$ cat config.mk
export PLATFORM = sky130hd
export DESIGN_NAME = tpc_div
export DESIGN_NICKNAME = d
export VERILOG_FILES = /design/src/tpc_pkg.sv /design/src/tpc_div.sv
export SDC_FILE = /design/constraint.sdc
export NUM_CORES = 2
export LEC_CHECK = 0
export BUFFER_PORTS_ARGS = -buffer_cell sky130_fd_sc_hd__buf_4
export CAP_MARGIN = 20
export CORE_MARGIN = 3
export CORE_UTILIZATION = 50
export DETAILED_ROUTE_END_ITERATION = 6
export GPL_TIMING_DRIVEN = 0
export PLACE_DENSITY = 0.68
export SETUP_SLACK_MARGIN = 0.15
export SYNTH_ARGS = -nofsm -noshare
export SYNTH_HDL_FRONTEND = slang
export SYNTH_MEMORY_MAX_BITS = 65536
export SYNTH_SLANG_ARGS = --single-unit
$ cat constraint.sdc
create_clock -name clk_i -period 5.19 [get_ports clk_i]
set_input_delay 0.519 -clock clk_i [delete_from_list [all_inputs] [get_ports clk_i]]
set_output_delay 0.519 -clock clk_i [all_outputs]
set_load 0.03 [all_outputs]
$ cat src/tpc_pkg.sv
// shared types and constants for the three-point touch calibration block
package tpc_pkg;

  localparam int RAW_BITS  = 12;
  localparam int DISP_BITS = 10;
  localparam int COEF_BITS = 32;
  localparam int QUOT_BITS = 33;

  localparam logic [DISP_BITS-1:0] DISP_WIDTH_RST  = 10'd320;
  localparam logic [DISP_BITS-1:0] DISP_HEIGHT_RST = 10'd240;

  typedef enum logic {
    REG_DISP_WIDTH  = 1'b0,
    REG_DISP_HEIGHT = 1'b1
  } tpc_reg_e;

  typedef struct packed {
    logic [RAW_BITS-1:0] raw_x1;
    logic [RAW_BITS-1:0] raw_y1;
    logic [RAW_BITS-1:0] raw_x2;
    logic [RAW_BITS-1:0] raw_y2;
    logic [RAW_BITS-1:0] raw_x3;
    logic [RAW_BITS-1:0] raw_y3;
  } tpc_raw_t;

  typedef struct packed {
    logic signed [COEF_BITS-1:0] coef_ax;
    logic signed [COEF_BITS-1:0] coef_bx;
    logic signed [COEF_BITS-1:0] coef_dx;
    logic signed [COEF_BITS-1:0] coef_ay;
    logic signed [COEF_BITS-1:0] coef_by;
    logic signed [COEF_BITS-1:0] coef_dy;
    logic                        degenerate;
  } tpc_coef_t;

endpackage

$ cat src/tpc_div.sv
// pipelined signed fixed-point divider lane, one quotient bit per stage, saturating
module tpc_div import tpc_pkg::*; #(
  parameter int NUMW      = 38,
  parameter int DENW      = 26,
  parameter int FRAC_BITS = 16
) (
  input  logic                   clk_i,
  input  logic                   rst_ni,
  input  logic                   valid_i,
  input  logic signed [NUMW-1:0] num_i,
  input  logic signed [DENW-1:0] den_i,
  output logic                   valid_o,
  output logic                   zero_o,
  output logic [COEF_BITS-1:0]   quot_o
);

  localparam int QB = QUOT_BITS;
  localparam int SH = QB - FRAC_BITS;
  localparam logic [QB-1:0] LIM_POS = 33'h0_7FFF_FFFF;
  localparam logic [QB-1:0] LIM_NEG = 33'h0_8000_0000;

  logic [NUMW-1:0]           n_mag;
  logic [DENW-1:0]           d_mag;
  logic [NUMW-1:0]           hi;
  logic [NUMW+FRAC_BITS-1:0] nsh;

  assign n_mag = num_i[NUMW-1] ? NUMW'(-num_i) : NUMW'(num_i);
  assign d_mag = den_i[DENW-1] ? DENW'(-den_i) : DENW'(den_i);
  assign hi    = n_mag >> SH;
  assign nsh   = {n_mag, {FRAC_BITS{1'b0}}};

  logic            vld_q  [QB+1];
  logic [DENW-1:0] rem_q  [QB+1];
  logic [QB-1:0]   low_q  [QB+1];
  logic [QB-1:0]   quo_q  [QB+1];
  logic [DENW-1:0] d_q    [QB+1];
  logic            neg_q  [QB+1];
  logic            ovf_q  [QB+1];
  logic            zero_q [QB+1];

  always_ff @(posedge clk_i or negedge rst_ni) begin
    if (!rst_ni) begin
      vld_q[0] <= 1'b0;
    end else begin
      vld_q[0] <= valid_i;
    end
  end

  always_ff @(posedge clk_i) begin
    rem_q[0]  <= hi[DENW-1:0];
    low_q[0]  <= nsh[QB-1:0];
    quo_q[0]  <= '0;
    d_q[0]    <= d_mag;
    neg_q[0]  <= num_i[NUMW-1] ^ den_i[DENW-1];
    ovf_q[0]  <= hi >= NUMW'(d_mag);
    zero_q[0] <= d_mag == '0;
  end

  for (genvar k = 1; k <= QB; k++) begin : g_stage
    logic [DENW:0]   trial;
    logic            ge;
    logic [DENW:0]   diff;

    assign trial = {rem_q[k-1], low_q[k-1][QB-1]};
    assign ge    = trial >= {1'b0, d_q[k-1]};
    assign diff  = trial - {1'b0, d_q[k-1]};

    always_ff @(posedge clk_i or negedge rst_ni) begin
      if (!rst_ni) begin
        vld_q[k] <= 1'b0;
      end else begin
        vld_q[k] <= vld_q[k-1];
      end
    end

    always_ff @(posedge clk_i) begin
      rem_q[k]  <= ge ? diff[DENW-1:0] : trial[DENW-1:0];
      low_q[k]  <= {low_q[k-1][QB-2:0], 1'b0};
      quo_q[k]  <= {quo_q[k-1][QB-2:0], ge};
      d_q[k]    <= d_q[k-1];
      neg_q[k]  <= neg_q[k-1];
      ovf_q[k]  <= ovf_q[k-1];
      zero_q[k] <= zero_q[k-1];
    end
  end

  logic [QB-1:0]        lim;
  logic [QB-1:0]        sel;
  logic [COEF_BITS-1:0] res;

  assign lim = neg_q[QB] ? LIM_NEG : LIM_POS;
  assign sel = (ovf_q[QB] || quo_q[QB] > lim) ? lim : quo_q[QB];
  assign res = zero_q[QB] ? '0
             : (neg_q[QB] ? -sel[COEF_BITS-1:0] : sel[COEF_BITS-1:0]);

  logic                 valid_q;
  logic                 zero_out_q;
  logic [COEF_BITS-1:0] quot_q;

  always_ff @(posedge clk_i or negedge rst_ni) begin
    if (!rst_ni) begin
      valid_q <= 1'b0;
    end else begin
      valid_q <= vld_q[QB];
    end
  end

  always_ff @(posedge clk_i) begin
    zero_out_q <= zero_q[QB];
    quot_q     <= res;
  end

  assign valid_o = valid_q;
  assign zero_o  = zero_out_q;
  assign quot_o  = quot_q;

  // partial remainder stays below the divisor when no overflow and the divisor is nonzero
  assert property (@(posedge clk_i) disable iff (!rst_ni)
    vld_q[QB] && !ovf_q[QB] && !zero_q[QB] |-> rem_q[QB] < d_q[QB])
    else $error("divider remainder not below divisor");

  assert property (@(posedge clk_i) disable iff (!rst_ni)
    valid_o == ($past(valid_i, QB + 2) === 1'b1))
    else $error("divider valid lost or invented");

endmodule

---- Word level (Yosys, flattened, before mapping) ----
Memories as Yosys holds them, arrays and structs flattened.
Index checks and enable logic that the tools add are counted.
word-level totals
  memories ................................ 7
  bits in registers ....................... 68
  RAM bits ................................ 4,080
  output and inout port bits .............. 34
  logic and storage cells ................. 156
cells by class
  bitwise operators ....................... 1
  reductions and logical operators ........ 2
  magnitude comparators ................... 35
  multiplexer cells ....................... 38
  add/subtract/negate cells ............... 36
memories
  name             words  width  read ports  clocked after memory_dff  write ports  RTL line       source
  quo_q            34     33     34          0                         34           tpc_div.sv:35  logic [QB-1:0] quo_q [QB+1];
  low_q            34     32     33          0                         34           tpc_div.sv:34  logic [QB-1:0] low_q [QB+1];
  d_q              34     26     33          0                         34           tpc_div.sv:36  logic [DENW-1:0] d_q [QB+1];
  rem_q            34     26     33          0                         34           tpc_div.sv:33  logic [DENW-1:0] rem_q [QB+1];
  neg_q            34     1      34          0                         34           tpc_div.sv:37  logic neg_q [QB+1];
  ovf_q            34     1      34          0                         34           tpc_div.sv:38  logic ovf_q [QB+1];
  1 more memories  -      -      -           -                         -            -
operator list
  cell                                                            number
  27-bit by 26-bit greater-or-equal comparator with 1-bit output  33
  26-bit 2-to-1 mux                                               34
  26-bit subtractor                                               33
  32-bit 2-to-1 mux                                               3
  38-bit 2-to-1 mux                                               1
  38-bit negation                                                 1
  33-bit by 32-bit > comparator with 1-bit output                 1
  32-bit negation                                                 1
  21-bit by 26-bit greater-or-equal comparator with 1-bit output  1
  26-bit zero test                                                1
  26-bit negation                                                 1
  1-bit logical OR                                                1
  1-bit XOR                                                       1

---- Longest topological paths before layout ----
An unclocked memory read counts as a cell.
  word-level depth ........................ 7
  gate-level depth with buffers ........... 21

---- Worst setup path after synthesis ----
No wires, ideal clock.
  kind .................................... flip-flop to flip-flop
  start ................................... memory neg_q[33]
  end ..................................... register quot_q[28] (netlist: quot_o[28])
  setup slack ............................. 0.306 ns
  buffers on the path ..................... 6
  period minus slack after synthesis ...... 4.884 ns
  arrival ................................. 4.756 ns
  stages on the path, launching flop included .. 20
  library setup time ...................... 0.128 ns
  data required time ...................... 5.062 ns
  path through ............................ dfxtp_1 -> clkbuf_1 -> clkinv_1 -> clkbuf_1 -> ha_1 -> nand4_1 -> or3_1 -> nor3_1 -> o31ai_1 -> a31oi_1 -> clkbuf_1 -> clkbuf_1 -> o21a_1 -> ha_1 -> clkbuf_1 -> clkbuf_1 -> o21a_1 -> o21ai_0 -> a31oi_1 -> nor2_1
RTL lines
  item                  RTL line        source
  from (decl)           tpc_div.sv:37
  to (signal assigned)  tpc_div.sv:110  quot_q <= res;
  to (decl)             tpc_div.sv:98   logic [COEF_BITS-1:0] quot_q;

==> run metrics <==
#FFs+latches synth=2595; P&R area growth vs syn=13.8%; WL per Instance=18.3 µm; Register Area=0.0521 mm²; Clock Pin Slew Worst Setup and Hold Paths=0.06 ns; minimum clock period=4.74 ns; CTS tree=yes; IO Port Bufs=99; Worst path top cell family by delay=compound AO/OA/AOI/OAI gates; startpoint types=flip-flop; initial antenna violation count=8; crit path capture=rem_q[7][22]$_DFF_P_; CP bufs+invs=3; Pre-antenna DRT Iters=6; area leader, netlist=dfxtp_1; total track usage=23.7%; FF-to-FF setup slack=0.45 ns; Design Power=about 91 mW; worst-margin pin slew=0.960 ns; crit-path cells=inv_1 -> ha_1 -> nor2b_1 -> o31a_1 -> o41ai_1 -> o31ai_1 -> a221o_1 -> a31oi_1 -> a211oi_1 -> a21bo_2 -> clkbuf_1 -> clkbuf_1 -> a21oi_1; ys flop type=dfxtp_1; VDD IR-drop max=0.000392 V; Synth Area per Inst=9.69 µm²; Initial Util=50.4%; Remaining DRCs=0; status=finished clean; H-tree lvl count=5; Synth cell types=83; Synth area leaders=dfxtp_1 48%, ha_1 11%, inv_1 3.9%; largest net degree at the start of global routing=36; DIE AREA=0.220 mm²; IO Count=101; Critical path origin=d_q[6][1]$_DFF_P_; Max Clk Rate=between 200 and 250 MHz; # rows=169; fin. max-slew vios=0; Seq/Total Area, Yosys=48.7%; Synth top area share=between 40 and 50%; Tcrit/Tclk final=91.3%; WP data arrival=approximately 5.4 ns; most frequent cells in the layout=2559 x dfxtp_1, 1116 x inv_1, 909 x ha_1, 794 x o21ai_0; Die H=469 µm; EDFF count, synth=0; Critical Path Stages=13; critical path's most frequent cell=clkbuf_1; worst skew pair latency=0.89 ns; share of post-route cells with drive strength above 1=7.55%; final count of hold timing violations=0; Layout fillers=18500; reg2reg end=rem_q[7][22]$_DFF_P_; worst setup margin=between 0.4 and 0.5 ns; Num CTS Buffers=281; area of the multi-input gates=roughly 0.05 mm²; Max stage delay on crit path=roughly 0.7 ns; first-pass GRT wire length=around 420 mm; final setup violation count=0; asr flop ratio synth=1.35%; power per cell area=around 740 mW/mm²; commonest non-fill, non-tap cell in the layout=dfxtp_1; clk_skew=between 0.04 and 0.05 ns; initial drt markers=approximately 5100; Root Buffer=clkbuf_16; Max-Cap Viols=0; Max clock buf depth=4; post-DR vias/cell=around 5.4; Crit Path Class=flip-flop to flip-flop; Routed WL=267 mm; vias in the first global route=77000; Post-Syn Area=0.107 mm²; Place WS=-1.73 ns; Crit. End Element=flip-flop; layout net count=12500; HP Class=primary input to asynchronous set/reset pin; synthesized net count=around 12000; width of the die=469 µm; routability cong.=between 0.9 and 1; largest fanout on the critical path=10; RSZ-0062 raised after global routing=no; slowest CP cell=o31ai_1; worst r2r src=d_q[6][1]$_DFF_P_; Post-DRT Antenna Nets=0; CORE AREA=0.213 mm²; Post-Syn Instances=11000; R2R cell count=13; Critical Path RT=5.89 ns; total grt overflow=0; hpwl dp=208 mm; Vias=about 78000; Synth warnings=0; clk sinks=2595; leakage power total=between 50 and 60 nW; slew margin rel.=34.3%
-- stage by stage --
stage,setup TNS (ns),cells,area [µm²],hold slack [ns],util (%)
2_1_floorplan,0,11000,107000,0.223,-
3_3_place_gp,-26.59,14000,111000,0.310,52.4
3_5_place_dp,-24.97,14000,111000,0.312,52.4
4_1_cts,0,14500,122000,0.0266,57.3
5_1_grt,0,14500,122000,0.0975,57.3
6_report,0,14500,122000,0.0923,57.3
-- worst min path at each step --
| stage | startpoint | to | slack [ns] | cells after the start |
|---|---|---|---|---|
| after floorplan | rst_ni | valid_o$_DFF_PN0_ | 0.22 | 0 |
| after global placement | quo_q[31][25]$_DFF_P_ | quo_q[32][26]$_DFF_P_ | 0.31 | 0 |
| after detailed placement | low_q[11][29]$_DFF_P_ | low_q[12][30]$_DFF_P_ | 0.31 | 0 |
| after CTS | rst_ni | vld_q[18]$_DFF_PN0_ | 0.03 | 2 |
| after global routing | rst_ni | vld_q[29]$_DFF_PN0_ | 0.1 | 2 |
| final | rst_ni | vld_q[18]$_DFF_PN0_ | 0.09 | 2 |
-- final cells by class --
type                    count  area share, %
diodes                      5         0.0103
clock buffers             389           6.75
repair buffers            189           1.33
inverters                1117           3.44
well taps                2821           2.90
clock inverters            94           1.10
plain buffers             194          0.643
flip-flops and latches   2595           42.8
multi-input cells        7143           41.1
-- synth_stat cells, drive strengths merged (17+ instances only) --
cell / n
dfxtp: 2560
clkbuf: 175
a31oi: 75
buf: 19
nand2: 765
and4: 17
a2111oi: 31
fa: 32
o41ai: 29
nor3: 196
a21oi: 764
o31a: 23
mux2i: 26
dfrtp: 35
or2: 48
a21boi: 30
nor2: 647
xnor2: 421
o21ai: 799
o211ai: 41
a221oi: 29
a211o: 25
a211oi: 70
o21bai: 78
nand3: 106
a21o: 373
xor2: 282
nor4: 43
mux2: 224
a311oi: 25
nand2b: 138
and2: 50
o21a: 144
inv: 1116
or3: 71
and3: 92
nand4: 119
nor2b: 122
ha: 909
o31ai: 76
-- power by group --
group	switching, mW	internal [mW]
clock network	7.75	12.6
logic	23.0	17.2
registers	3.72	26.3
-- metal layers --
metal	vias to the layer above	global-route usage, %	wire, µm
met2	1951	39.6	123000
met5	-	0	0
met3	534	2.94	11500
met4	0	8.95	10100
li1	39100	-	-
met1	36900	31.3	122000
-- flip-flops by register name, summed over array words and instances (netlist names) --
name	cells
d_q	858
rem_q	853
quo_q	561
low_q	153
neg_q	34
ovf_q	34
vld_q	34
zero_q	34
quot_o	32
valid_o	1
zero_o	1
-- repair_timing --
action,CTS,global route
gates cloned,0,0
setup endpoints to repair,32,32
hold endpoints to repair,101,0
setup buffers,1,2
pin swaps,0,0
resized for setup,18,11
hold buffers,82,0
-- cell families after synthesis --
logic type	synth area share, %
AOI/OAI and AO/OA	16.1
xor gates and xnor gates	5.75
adders and majority gates	11.2
buffers and inverters	4.62
DFF	48.7
muxes	2.60
and+or+nand+nor	11.0
No activity file was read; power rests on OpenSTA's default activity.
